### config.mk
export PLATFORM = sky130hd
export DESIGN_NAME = integer_to_bignum_bytes
export DESIGN_NICKNAME = d
export VERILOG_FILES = /design/src/sv/ibb_pkg.sv /design/src/sv/ibb_front.sv /design/src/sv/ibb_fifo.sv /design/src/sv/ibb_back.sv /design/src/sv/integer_to_bignum_bytes.sv
export SDC_FILE = /design/constraint.sdc
export NUM_CORES = 1
export LEC_CHECK = 0
export ABC_AREA = 1
export BUFFER_PORTS_ARGS = -buffer_cell sky130_fd_sc_hd__clkbuf_2
export CORE_MARGIN = 2
export CORE_UTILIZATION = 55
export DETAILED_ROUTE_END_ITERATION = 12
export PLACE_DENSITY = 0.74
export SLEW_MARGIN = 25
export SYNTH_ARGS = -nofsm -noshare
export SYNTH_HDL_FRONTEND = slang
export SYNTH_HIERARCHICAL = 1
export SYNTH_SLANG_ARGS = --single-unit
### constraint.sdc
create_clock -name i_clk -period 11.1 [get_ports i_clk]
set_clock_uncertainty 0.1 [all_clocks]
set_input_delay 0.555 -clock i_clk [delete_from_list [all_inputs] [get_ports i_clk]]
set_output_delay 0.555 -clock i_clk [all_outputs]
set_load 0.02 [all_outputs]
### src/sv/ibb_pkg.sv
// Shared constants for the integer-to-bignum-bytes block.
// No dependencies; imported by every module of the block.
package ibb_pkg;

    localparam int VALUE_BITS_DEF  = 128;
    localparam int IN_HALF_W       = 64;
    localparam int BYTE_W          = 8;
    localparam int COUNT_W         = 5;
    localparam int QUEUE_DEPTH_DEF = 2;

    localparam logic [BYTE_W-1:0] BYTE_ONES = 8'hFF;

endpackage

### src/sv/ibb_front.sv
// Front stage: input register, masking, sign detection, magnitude and byte count.
// Depends on ibb_pkg; feeds the queue ahead of ibb_back.
module ibb_front #(
    parameter int VALUE_BITS = ibb_pkg::VALUE_BITS_DEF,
    parameter int MAG_W      = ((VALUE_BITS + ibb_pkg::BYTE_W - 1) / ibb_pkg::BYTE_W)
                               * ibb_pkg::BYTE_W
) (
    input  logic                            i_clk,
    input  logic                            i_rst_n,
    input  logic                            push,
    output logic                            full,
    input  logic [ibb_pkg::IN_HALF_W-1:0]   i_value_high,
    input  logic [ibb_pkg::IN_HALF_W-1:0]   i_value_low,
    input  logic                            i_is_signed,
    output logic                            o_q_push,
    input  logic                            i_q_full,
    output logic [MAG_W-1:0]                o_mag,
    output logic [ibb_pkg::COUNT_W-1:0]     o_count,
    output logic                            o_neg
);
    import ibb_pkg::*;

    localparam int NB = MAG_W / BYTE_W;

    logic                      r_valid;
    logic                      n_valid;
    logic [MAG_W-1:0]          r_mag;
    logic [MAG_W-1:0]          n_mag;
    logic                      r_neg;
    logic [2*IN_HALF_W-1:0]    value_full;
    logic [VALUE_BITS-1:0]     value;
    logic [VALUE_BITS-1:0]     mag_core;
    logic                      neg;
    logic                      accept;
    logic [COUNT_W-1:0]        count;

    assign value_full = {i_value_high, i_value_low};
    assign value      = value_full[VALUE_BITS-1:0];
    assign neg        = i_is_signed & value[VALUE_BITS-1];
    assign mag_core   = neg ? (~value + VALUE_BITS'(1)) : value;

    always_comb begin
        n_mag = '0;
        n_mag[VALUE_BITS-1:0] = mag_core;
    end

    assign full     = r_valid & i_q_full;
    assign accept   = push & ~full;
    assign o_q_push = r_valid & ~i_q_full;

    always_comb begin
        priority if (accept) begin
            n_valid = 1'b1;
        end else if (o_q_push) begin
            n_valid = 1'b0;
        end else begin
            n_valid = r_valid;
        end
    end

    always_ff @(posedge i_clk) begin
        if (!i_rst_n) begin
            r_valid <= 1'b0;
        end else begin
            r_valid <= n_valid;
        end
    end

    always_ff @(posedge i_clk) begin
        if (accept) begin
            r_mag <= n_mag;
            r_neg <= neg;
        end
    end

    // highest nonzero byte sets the count; zero keeps one byte
    always_comb begin
        count = COUNT_W'(1);
        for (int k = 0; k < NB; k++) begin
            if (r_mag[k*BYTE_W +: BYTE_W] != '0) begin
                count = COUNT_W'(k + 1);
            end
        end
    end

    assign o_mag   = r_mag;
    assign o_count = count;
    assign o_neg   = r_neg;

`ifndef SYNTHESIS
    a_stall_hold: assert property (@(posedge i_clk) disable iff (!i_rst_n)
        (r_valid && i_q_full) |=> (r_valid && $stable(r_mag) && $stable(r_neg)))
        else $error("front entry changed while stalled");
`endif

endmodule

### src/sv/ibb_fifo.sv
// Short register queue between the front and back stages.
// Depends on ibb_pkg for the default depth.
module ibb_fifo #(
    parameter int WIDTH = 8,
    parameter int DEPTH = ibb_pkg::QUEUE_DEPTH_DEF
) (
    input  logic             i_clk,
    input  logic             i_rst_n,
    input  logic             i_push,
    input  logic [WIDTH-1:0] i_data,
    output logic             o_full,
    input  logic             i_pop,
    output logic [WIDTH-1:0] o_data,
    output logic             o_empty
);
    import ibb_pkg::*;

    localparam int PTR_W = (DEPTH > 1) ? $clog2(DEPTH) : 1;
    localparam int CNT_W = $clog2(DEPTH + 1);

    logic [WIDTH-1:0] r_mem [DEPTH];
    logic [PTR_W-1:0] r_wr_ptr;
    logic [PTR_W-1:0] r_rd_ptr;
    logic [CNT_W-1:0] r_cnt;
    logic [PTR_W-1:0] n_wr_ptr;
    logic [PTR_W-1:0] n_rd_ptr;
    logic [CNT_W-1:0] n_cnt;
    logic             do_push;
    logic             do_pop;

    assign o_full  = (r_cnt == CNT_W'(DEPTH));
    assign o_empty = (r_cnt == '0);
    assign do_push = i_push & ~o_full;
    assign do_pop  = i_pop & ~o_empty;
    assign o_data  = r_mem[r_rd_ptr];

    always_comb begin
        n_wr_ptr = r_wr_ptr;
        n_rd_ptr = r_rd_ptr;
        n_cnt    = r_cnt;
        if (do_push) begin
            n_wr_ptr = (r_wr_ptr == PTR_W'(DEPTH - 1)) ? '0 : r_wr_ptr + PTR_W'(1);
        end
        if (do_pop) begin
            n_rd_ptr = (r_rd_ptr == PTR_W'(DEPTH - 1)) ? '0 : r_rd_ptr + PTR_W'(1);
        end
        unique case ({do_push, do_pop})
            2'b10:   n_cnt = r_cnt + CNT_W'(1);
            2'b01:   n_cnt = r_cnt - CNT_W'(1);
            default: n_cnt = r_cnt;
        endcase
    end

    always_ff @(posedge i_clk) begin
        if (!i_rst_n) begin
            r_wr_ptr <= '0;
            r_rd_ptr <= '0;
            r_cnt    <= '0;
        end else begin
            r_wr_ptr <= n_wr_ptr;
            r_rd_ptr <= n_rd_ptr;
            r_cnt    <= n_cnt;
        end
    end

    always_ff @(posedge i_clk) begin
        if (do_push) begin
            r_mem[r_wr_ptr] <= i_data;
        end
    end

`ifndef SYNTHESIS
    a_cnt_range: assert property (@(posedge i_clk) disable iff (!i_rst_n)
        r_cnt <= CNT_W'(DEPTH))
        else $error("queue count out of range");
    a_ptr_track: assert property (@(posedge i_clk) disable iff (!i_rst_n)
        (r_cnt == '0 || r_cnt == CNT_W'(DEPTH)) |-> (r_wr_ptr == r_rd_ptr))
        else $error("queue pointers disagree with count");
`endif

endmodule

### src/sv/ibb_back.sv
// Back stage: walks the queued magnitude one byte per beat, most significant first.
// Depends on ibb_pkg; reads the head of ibb_fifo and drives the result register.
module ibb_back #(
    parameter int MAG_W = ibb_pkg::VALUE_BITS_DEF
) (
    input  logic                            i_clk,
    input  logic                            i_rst_n,
    input  logic                            i_q_empty,
    input  logic [MAG_W-1:0]                i_mag,
    input  logic [ibb_pkg::COUNT_W-1:0]     i_count,
    input  logic                            i_neg,
    output logic                            o_q_pop,
    output logic                            empty,
    input  logic                            pop,
    output logic [ibb_pkg::BYTE_W-1:0]      o_data_byte,
    output logic [ibb_pkg::COUNT_W-1:0]     o_byte_count,
    output logic                            o_negative,
    output logic                            o_last
);
    import ibb_pkg::*;

    localparam int NB    = MAG_W / BYTE_W;
    localparam int IDX_W = (NB > 1) ? $clog2(NB) : 1;

    logic [BYTE_W-1:0]  mag_bytes [NB];
    logic [IDX_W-1:0]   r_pos;
    logic [IDX_W-1:0]   n_pos;
    logic               r_out_valid;
    logic               n_out_valid;
    logic [BYTE_W-1:0]  r_byte;
    logic [COUNT_W-1:0] r_count;
    logic               r_neg;
    logic               r_last;
    logic               load;
    logic               head_last;
    logic [COUNT_W-1:0] sel_full;
    logic [IDX_W-1:0]   sel;
    logic [BYTE_W-1:0]  sel_byte;

    always_comb begin
        for (int k = 0; k < NB; k++) begin
            mag_bytes[k] = i_mag[k*BYTE_W +: BYTE_W];
        end
    end

    assign load      = ~i_q_empty & (~r_out_valid | pop);
    assign head_last = (COUNT_W'(r_pos) == i_count - COUNT_W'(1));
    assign sel_full  = i_count - COUNT_W'(1) - COUNT_W'(r_pos);
    assign sel       = sel_full[IDX_W-1:0];
    assign sel_byte  = i_neg ? (mag_bytes[sel] ^ BYTE_ONES) : mag_bytes[sel];
    assign o_q_pop   = load & head_last;

    always_comb begin
        n_pos = r_pos;
        if (load) begin
            n_pos = head_last ? '0 : r_pos + IDX_W'(1);
        end
    end

    always_comb begin
        priority if (load) begin
            n_out_valid = 1'b1;
        end else if (pop) begin
            n_out_valid = 1'b0;
        end else begin
            n_out_valid = r_out_valid;
        end
    end

    always_ff @(posedge i_clk) begin
        if (!i_rst_n) begin
            r_pos       <= '0;
            r_out_valid <= 1'b0;
        end else begin
            r_pos       <= n_pos;
            r_out_valid <= n_out_valid;
        end
    end

    always_ff @(posedge i_clk) begin
        if (load) begin
            r_byte  <= sel_byte;
            r_count <= i_count;
            r_neg   <= i_neg;
            r_last  <= head_last;
        end
    end

    assign empty        = ~r_out_valid;
    assign o_data_byte  = r_byte;
    assign o_byte_count = r_count;
    assign o_negative   = r_neg;
    assign o_last       = r_last;

`ifndef SYNTHESIS
    a_no_gap: assert property (@(posedge i_clk) disable iff (!i_rst_n)
        (r_out_valid && pop && !r_last) |=> r_out_valid)
        else $error("gap inside one value");
    a_count_same: assert property (@(posedge i_clk) disable iff (!i_rst_n)
        (r_out_valid && pop && !r_last) |=>
            (r_count == $past(r_count) && r_neg == $past(r_neg)))
        else $error("byte count or sign changed inside one value");
    a_pos_idle: assert property (@(posedge i_clk) disable iff (!i_rst_n)
        i_q_empty |-> (r_pos == '0))
        else $error("byte position left set with no queued value");
`endif

endmodule

### src/sv/integer_to_bignum_bytes.sv
// Top level of the integer-to-bignum-bytes block.
// Depends on ibb_pkg, ibb_front, ibb_fifo and ibb_back.
//
// Input channel: an integer of VALUE_BITS bits (two 64-bit halves, bits above
// VALUE_BITS ignored) and a signed flag, taken when push is high and full low.
// Result channel: one beat per magnitude byte, most significant first, inverted
// when negative, with byte count, sign and last; taken when pop is high and
// empty low. Zero gives one 0x00 byte.
// The first byte of a value passes the front register, the queue and the back
// stage's result register. Throughput, set by the back stage's byte walk: one
// byte per cycle while pop is high and a value is queued (count 1 to MAG_W/8).
// The front stage and a two-entry queue keep accepting values while the back
// stage emits bytes, so new input stalls only when both are full.
// Reset clears all valid flags and the queue; nothing is pending afterwards.
// When the receiver holds pop low, the current byte stays on the outputs and
// the stall backs up through the queue to full.
module integer_to_bignum_bytes #(
    parameter int VALUE_BITS  = ibb_pkg::VALUE_BITS_DEF,
    parameter int QUEUE_DEPTH = ibb_pkg::QUEUE_DEPTH_DEF
) (
    input  logic                            i_clk,
    input  logic                            i_rst_n,
    input  logic                            push,
    output logic                            full,
    input  logic [ibb_pkg::IN_HALF_W-1:0]   i_value_high,
    input  logic [ibb_pkg::IN_HALF_W-1:0]   i_value_low,
    input  logic                            i_is_signed,
    output logic                            empty,
    input  logic                            pop,
    output logic [ibb_pkg::BYTE_W-1:0]      o_data_byte,
    output logic [ibb_pkg::COUNT_W-1:0]     o_byte_count,
    output logic                            o_negative,
    output logic                            o_last
);
    import ibb_pkg::*;

    localparam int MAG_W   = ((VALUE_BITS + BYTE_W - 1) / BYTE_W) * BYTE_W;
    localparam int ENTRY_W = MAG_W + COUNT_W + 1;

    logic               q_push;
    logic               q_full;
    logic               q_pop;
    logic               q_empty;
    logic [MAG_W-1:0]   f_mag;
    logic [COUNT_W-1:0] f_count;
    logic               f_neg;
    logic [ENTRY_W-1:0] q_wr;
    logic [ENTRY_W-1:0] q_rd;

    ibb_front #(
        .VALUE_BITS (VALUE_BITS),
        .MAG_W      (MAG_W)
    ) u_front (
        .i_clk        (i_clk),
        .i_rst_n      (i_rst_n),
        .push         (push),
        .full         (full),
        .i_value_high (i_value_high),
        .i_value_low  (i_value_low),
        .i_is_signed  (i_is_signed),
        .o_q_push     (q_push),
        .i_q_full     (q_full),
        .o_mag        (f_mag),
        .o_count      (f_count),
        .o_neg        (f_neg)
    );

    assign q_wr = {f_neg, f_count, f_mag};

    ibb_fifo #(
        .WIDTH (ENTRY_W),
        .DEPTH (QUEUE_DEPTH)
    ) u_fifo (
        .i_clk   (i_clk),
        .i_rst_n (i_rst_n),
        .i_push  (q_push),
        .i_data  (q_wr),
        .o_full  (q_full),
        .i_pop   (q_pop),
        .o_data  (q_rd),
        .o_empty (q_empty)
    );

    ibb_back #(
        .MAG_W (MAG_W)
    ) u_back (
        .i_clk        (i_clk),
        .i_rst_n      (i_rst_n),
        .i_q_empty    (q_empty),
        .i_mag        (q_rd[MAG_W-1:0]),
        .i_count      (q_rd[MAG_W +: COUNT_W]),
        .i_neg        (q_rd[ENTRY_W-1]),
        .o_q_pop      (q_pop),
        .empty        (empty),
        .pop          (pop),
        .o_data_byte  (o_data_byte),
        .o_byte_count (o_byte_count),
        .o_negative   (o_negative),
        .o_last       (o_last)
    );

endmodule

# --- After elaboration in Yosys (flattened, before gate mapping) ---
# Memories as Yosys holds them, arrays and structs flattened. A register that Yosys moved wholly into a read port is not among the register bits.
# Index checks and enable logic that the tools add are counted.
# Widths: inputs -> output; s select.
totals:
  ramBits: 268
  ff_bits: 154
  elab_cells: 93
  output_inout_bits: 17
  inputBits: 133
  memories: 1
memory_table:
  columns: ["memory", "words", "width", "read_ports", "rd_ports_with_merged_regs", "wr", "line", "rtl"]
  rows:
  - ["u_fifo.r_mem", 2, 134, 1, 1, 1, "ibb_fifo.sv:21", "logic [WIDTH-1:0] r_mem [DEPTH];"]
op_classes:
  order_cmp: 1
  n_addsub: 8
  muxes: 32
  eq_ne: 4
  n_reduce_logical: 19
  bitwise: 16
ops:
  columns: ["cell", "count"]
  rows:
  - ["$add 128x1->128 const B", 1]
  - ["$mux 128", 1]
  - ["$not 128->128", 1]
  - ["$reduce_bool 8->1", 15]
  - ["$mux 4", 9]
  - ["$bmux 8 s4", 1]
  - ["$mux 8", 3]
  - ["$mux 3", 4]
  - ["$mux 1", 10]
  - ["$and 1x1->1", 8]
  - ["$not 8->8", 1]
  - ["$reduce_bool 2->1", 3]
  - ["$eq 4x5->1", 1]
  - ["$ge 5x5->1 const B", 1]
  - ["$mux 5", 1]
  - ["$not 4->5", 1]
  - ["$sub 5x1->5 const B", 1]
  - ["$add 4x1->4 const B", 1]
  - ["$eq 2x2->1 const B", 2]
  - ["$mux 2", 2]
  - ["$not 1->1", 4]
  - ["$pmux 2 s2", 1]
  - ["$sub 4x4->4", 1]
  - ["$add 1x1->1 const B", 2]
  - ["other kinds (5)", 5]

# --- Longest topological paths before layout ---
depth:
  depth_word: 16
  mapped_depth: 21

# --- By module ---
# Netlist, hierarchy kept.
modules_own_cells:
  columns: ["mod", "seq_area_each_um2", "n_inst", "cells_each", "area_each_um2"]
  rows:
  - ["ibb_fifo", 8147.8, 1, 457, 10153.5]
  - ["ibb_front", 3893.7, 1, 1221, 9397.8]
  - ["ibb_back", 550.5, 1, 433, 2344.7]

# --- Worst setup path after synthesis ---
# OpenSTA, ideal clock, no wires.
synth_timing:
  path_type: "register to register"
  start: "register u_fifo.r_cnt[1]"
  end: "memory u_fifo/r_mem[0][0] in the netlist's numbering, enable pin"
  setup_slack_ns: 4.030
  setup_ns: 0.629
  n_path_buf: 0
  arrival_time_ns: 6.342
  synth_period_minus_slack_ns: 7.070
  required_time_ns: 10.371
  stages_incl_launch_ff: 8
  cell_sequence: "dfxtp_1 inv_1 nor2_1 nor2_1 inv_1 nor2_1 inv_1 nor2_1"
synth_between:
  elab_chain_cells: 6
synth_rtl:
  columns: ["item", "line", "rtl"]
  rows:
  - ["start: declaration", "ibb_fifo.sv:24", "logic [CNT_W-1:0] r_cnt;"]
  - ["start signal: assignment", "ibb_fifo.sv:62", "r_cnt <= n_cnt;"]
  - ["$eq 2x2->1", "ibb_fifo.sv:31", "assign o_full = (r_cnt == CNT_W'(DEPTH));"]
  - ["named net q_full", "integer_to_bignum_bytes.sv:41", "logic q_full;"]
  - ["$not 1->1", "ibb_front.sv:49", "assign o_q_push = r_valid & ~i_q_full;"]
  - ["$and 1x1->1", "ibb_front.sv:49", null]
  - ["named net q_push", "integer_to_bignum_bytes.sv:40", "logic q_push;"]
  - ["$and 1x1->1", "ibb_fifo.sv:33", "assign do_push = i_push & ~o_full;"]
  - ["$mux 1", "ibb_fifo.sv:67", "if (do_push) begin"]
  - ["$mux 1 (implied by the code)", "ibb_fifo.sv:68", "r_mem[r_wr_ptr] <= i_data;"]
  - ["end: declaration", "ibb_fifo.sv:21", null]
# The timed path passes the listed nets, and every way through them passes these cells.

==> metrics.txt <==
status=finished, final reports clean; post-synthesis cell type count=50; Reg clk slew, reported paths=0.06 ns; Tmin final=between 4 and 5 ns; vias=16.5k; GRT Util Overall=between 30% and 40%; CTS max path bufs=3; share of layout cells above drive strength 1=18.4%; # nets final=2402; Initial Util=between 50 and 60%; Post-CTS Resized=0; endpoints failing hold=0; syn avg cell area=about 10 sq um; Crit. End Element=flop; chip width=204 um; register area share after synthesis=57.5%; Area Overhead vs Synth=12.0%; Min-Delay Path Class=input port to flop; Vias/cell=just under 6; CTS tree=yes; Worst EP required=~11 ns; Final Wtd Congestion=approximately 0.98; total CTS buffers=between 40 and 50; Syn Nets=between 2k and 2.5k; flops & latches, synth=between 400 and 500; grt total ovfl=0; Post-Synthesis Cell Area=21900 sq um; Post-synth EDFFs=412; reg2reg setup slack=6.39 ns; initial antenna violation count=1; DRT antenna net count=0; die area=approximately 41000 sq um; Least-Margin Pin Slew=between 1 and 1.5 ns; drt first pass iters=7; CP Cell Sequence=buf_4, mux2_2, inv_1, ha_1, fa_1, buf_4, inv_1, nand3_1, nand2_1, nand2_1, nand2_1, nand3_1, nand3_1, nand2_1; Syn. warnings=6; Crit path top cell by count=nand2_1; Worst slew margin=28.6%; Residual DRC=0; Post-DP HPWL=~50000 um; first-pass GRT wire length=around 97000 um; core region area=between 30000 and 40000 sq um; vias in the first global route=roughly 16k; WL per Instance=23.2 um; largest net degree at the start of global routing=just over 90; CP arrival=4.92 ns; input/output buffers=149; Yosys top cell area share=a little under three fifths; IO Count=150; Skew-Pair Late Insertion Delay=between 0.5 and 0.6 ns; setup_tns=0 ns; FMAX=213 MHz; critical path class=flop to flop; PD cells=~160 nW/um^2; cell count after synthesis=around 2.1k; max cap viols=0; synth top area cells=edfxtp_1, nand2_1, xor2_1; CTS sink cnt=423; crit-path max FO=58; Setup violations, final=0; fraction of registers with async set/reset=0%; post-CTS setup buffer count=0; leak pwr=roughly 9.5 nW; area leader, netlist=edfxtp_1; Antenna Cells=0; Rows=73; peak supply drop=between 0.1 and 0.15 mV; fin crit share=42.4%; # hold bufs at CTS=0; Hold Slack=about 0.17 ns; total detailed-routing wirelength=65300 um; critical path's largest stage delay=between 0.7 and 0.8 ns; Max Slew Vio Count=0; RSZ-0062 raised after global routing=false; initial DRC count=around 2.3k; Primary FF master, synth=edfxtp_1; root cell of the clock tree=clkbuf_16; CTS HTree Levels=2; die height=approximately 200 um; Slowest cell on crit path=buf_4; Worst setup SP type=flop
-- synth_stat cells (all sizes together) (10+ instances only) --
| cell | number |
|---|---|
| a21oi | 18 |
| buf | 40 |
| clkbuf | 16 |
| dfxtp | 11 |
| edfxtp | 412 |
| inv | 208 |
| mux2 | 134 |
| nand2 | 510 |
| nand3 | 151 |
| nand4 | 83 |
| nor2 | 253 |
| nor3 | 24 |
| nor4 | 37 |
| o21ai | 55 |
| or2 | 10 |
| xnor2 | 11 |
| xor2 | 104 |
-- layout by cell type, fill, tap and decap left out, drive strengths merged, types with 10 or more instances in the layout --
cell type	n
nor4	37
o21ai	55
xor2	104
nand2	510
xnor2	11
nand4	83
buf	12
dfxtp	11
nor2	253
nor3	24
nand3	151
clkbuf	203
edfxtp	412
a21oi	18
inv	213
mux2	134
clkinv	10
or2	10
-- registers in the layout (all words and copies together), names as in the netlist, 2 cells and up, named ones only --
register and count:
u_back/o_data_byte 8, u_front/o_mag 128, u_back/r_pos 4, u_back/o_byte_count 5, u_fifo/r_mem 268, u_fifo/r_cnt 2
-- stage by stage --
step                      worst slack (ns)  std cells  utilization [%]  power, W  cell area, sq um
after global routing                  6.05       2819             62.0   0.00398             24500
after CTS                             6.36       2819             62.0   0.00386             24500
after floorplan                       4.03       2111                -   0.00224             21900
after global placement                6.51       2741             58.4   0.00240             23100
after detailed placement              6.36       2741             58.4   0.00241             23100
final                                 6.39       2819             62.0   0.00385             24500
-- final timing paths --
kind                          from               endpoint  cells after the start
setup / recovery              flop  u_back/o_data_byte[4]                     14
setup reg to reg              flop  u_back/o_data_byte[4]                     14
hold reg to reg   u_front/o_mag[6]     u_fifo/r_mem[0][6]                      0
hold / removal      i_value_low[0]       u_front/o_mag[0]                      1
-- worst max-delay path, delay by kind of cell, from the launching register on --
family,cells,cell delay [ns]
multiplexers,1,0.46
flip-flops,1,0.62
adder cells (fa/ha/maj),2,0.72
AND/OR/NAND/NOR,7,0.69
buffers and inverters,4,1.81
-- routing by layer --
layer  share of wire [%]  up-vias  wire (um)  GRT usage (%)
met1                  41     7928      27000           45.2
met3                 8.8      117       5760           4.51
li1                    -     7542          -              -
met5               0.055        -         36              0
met2                  46      903      30300           51.0
met4                 3.4        2       2190           10.8
-- final cells by class --
type / count / area [sq um]
repair buffers: 161 / 843
clock buffers: 54 / 1130
clock inverters: 24 / 293
flip-flops and latches: 423 / 12600
multi-input cells: 1424 / 8220
well taps: 525 / 657
inverters: 208 / 786
fillers: 3156 / 15000
-- report_power, final --
part,internal (W),total [W],leakage [nW],switching (W)
logic,0.000146,0.000463,4.85,0.000317
clock network,0.000865,0.00146,0.682,0.000594
registers,0.00187,0.00193,3.97,0.0000570
total,0.00288,0.00385,9.50,0.000968
-- cells by family (layout without fill, tap and decap cells) --
group           count (synthesis)  in the layout  share of synthesized area (%)
compound gates                 92             92                           2.34
xor+xnor                      115            115                           4.63
fa+ha+maj                       8              8                          0.491
buf+inv                       264            447                           5.05
flops                         423            423                           57.5
mux                           134            134                           7.92
simple gates                 1075           1075                           22.1
Note: power is estimated with default switching activity, not from simulation.
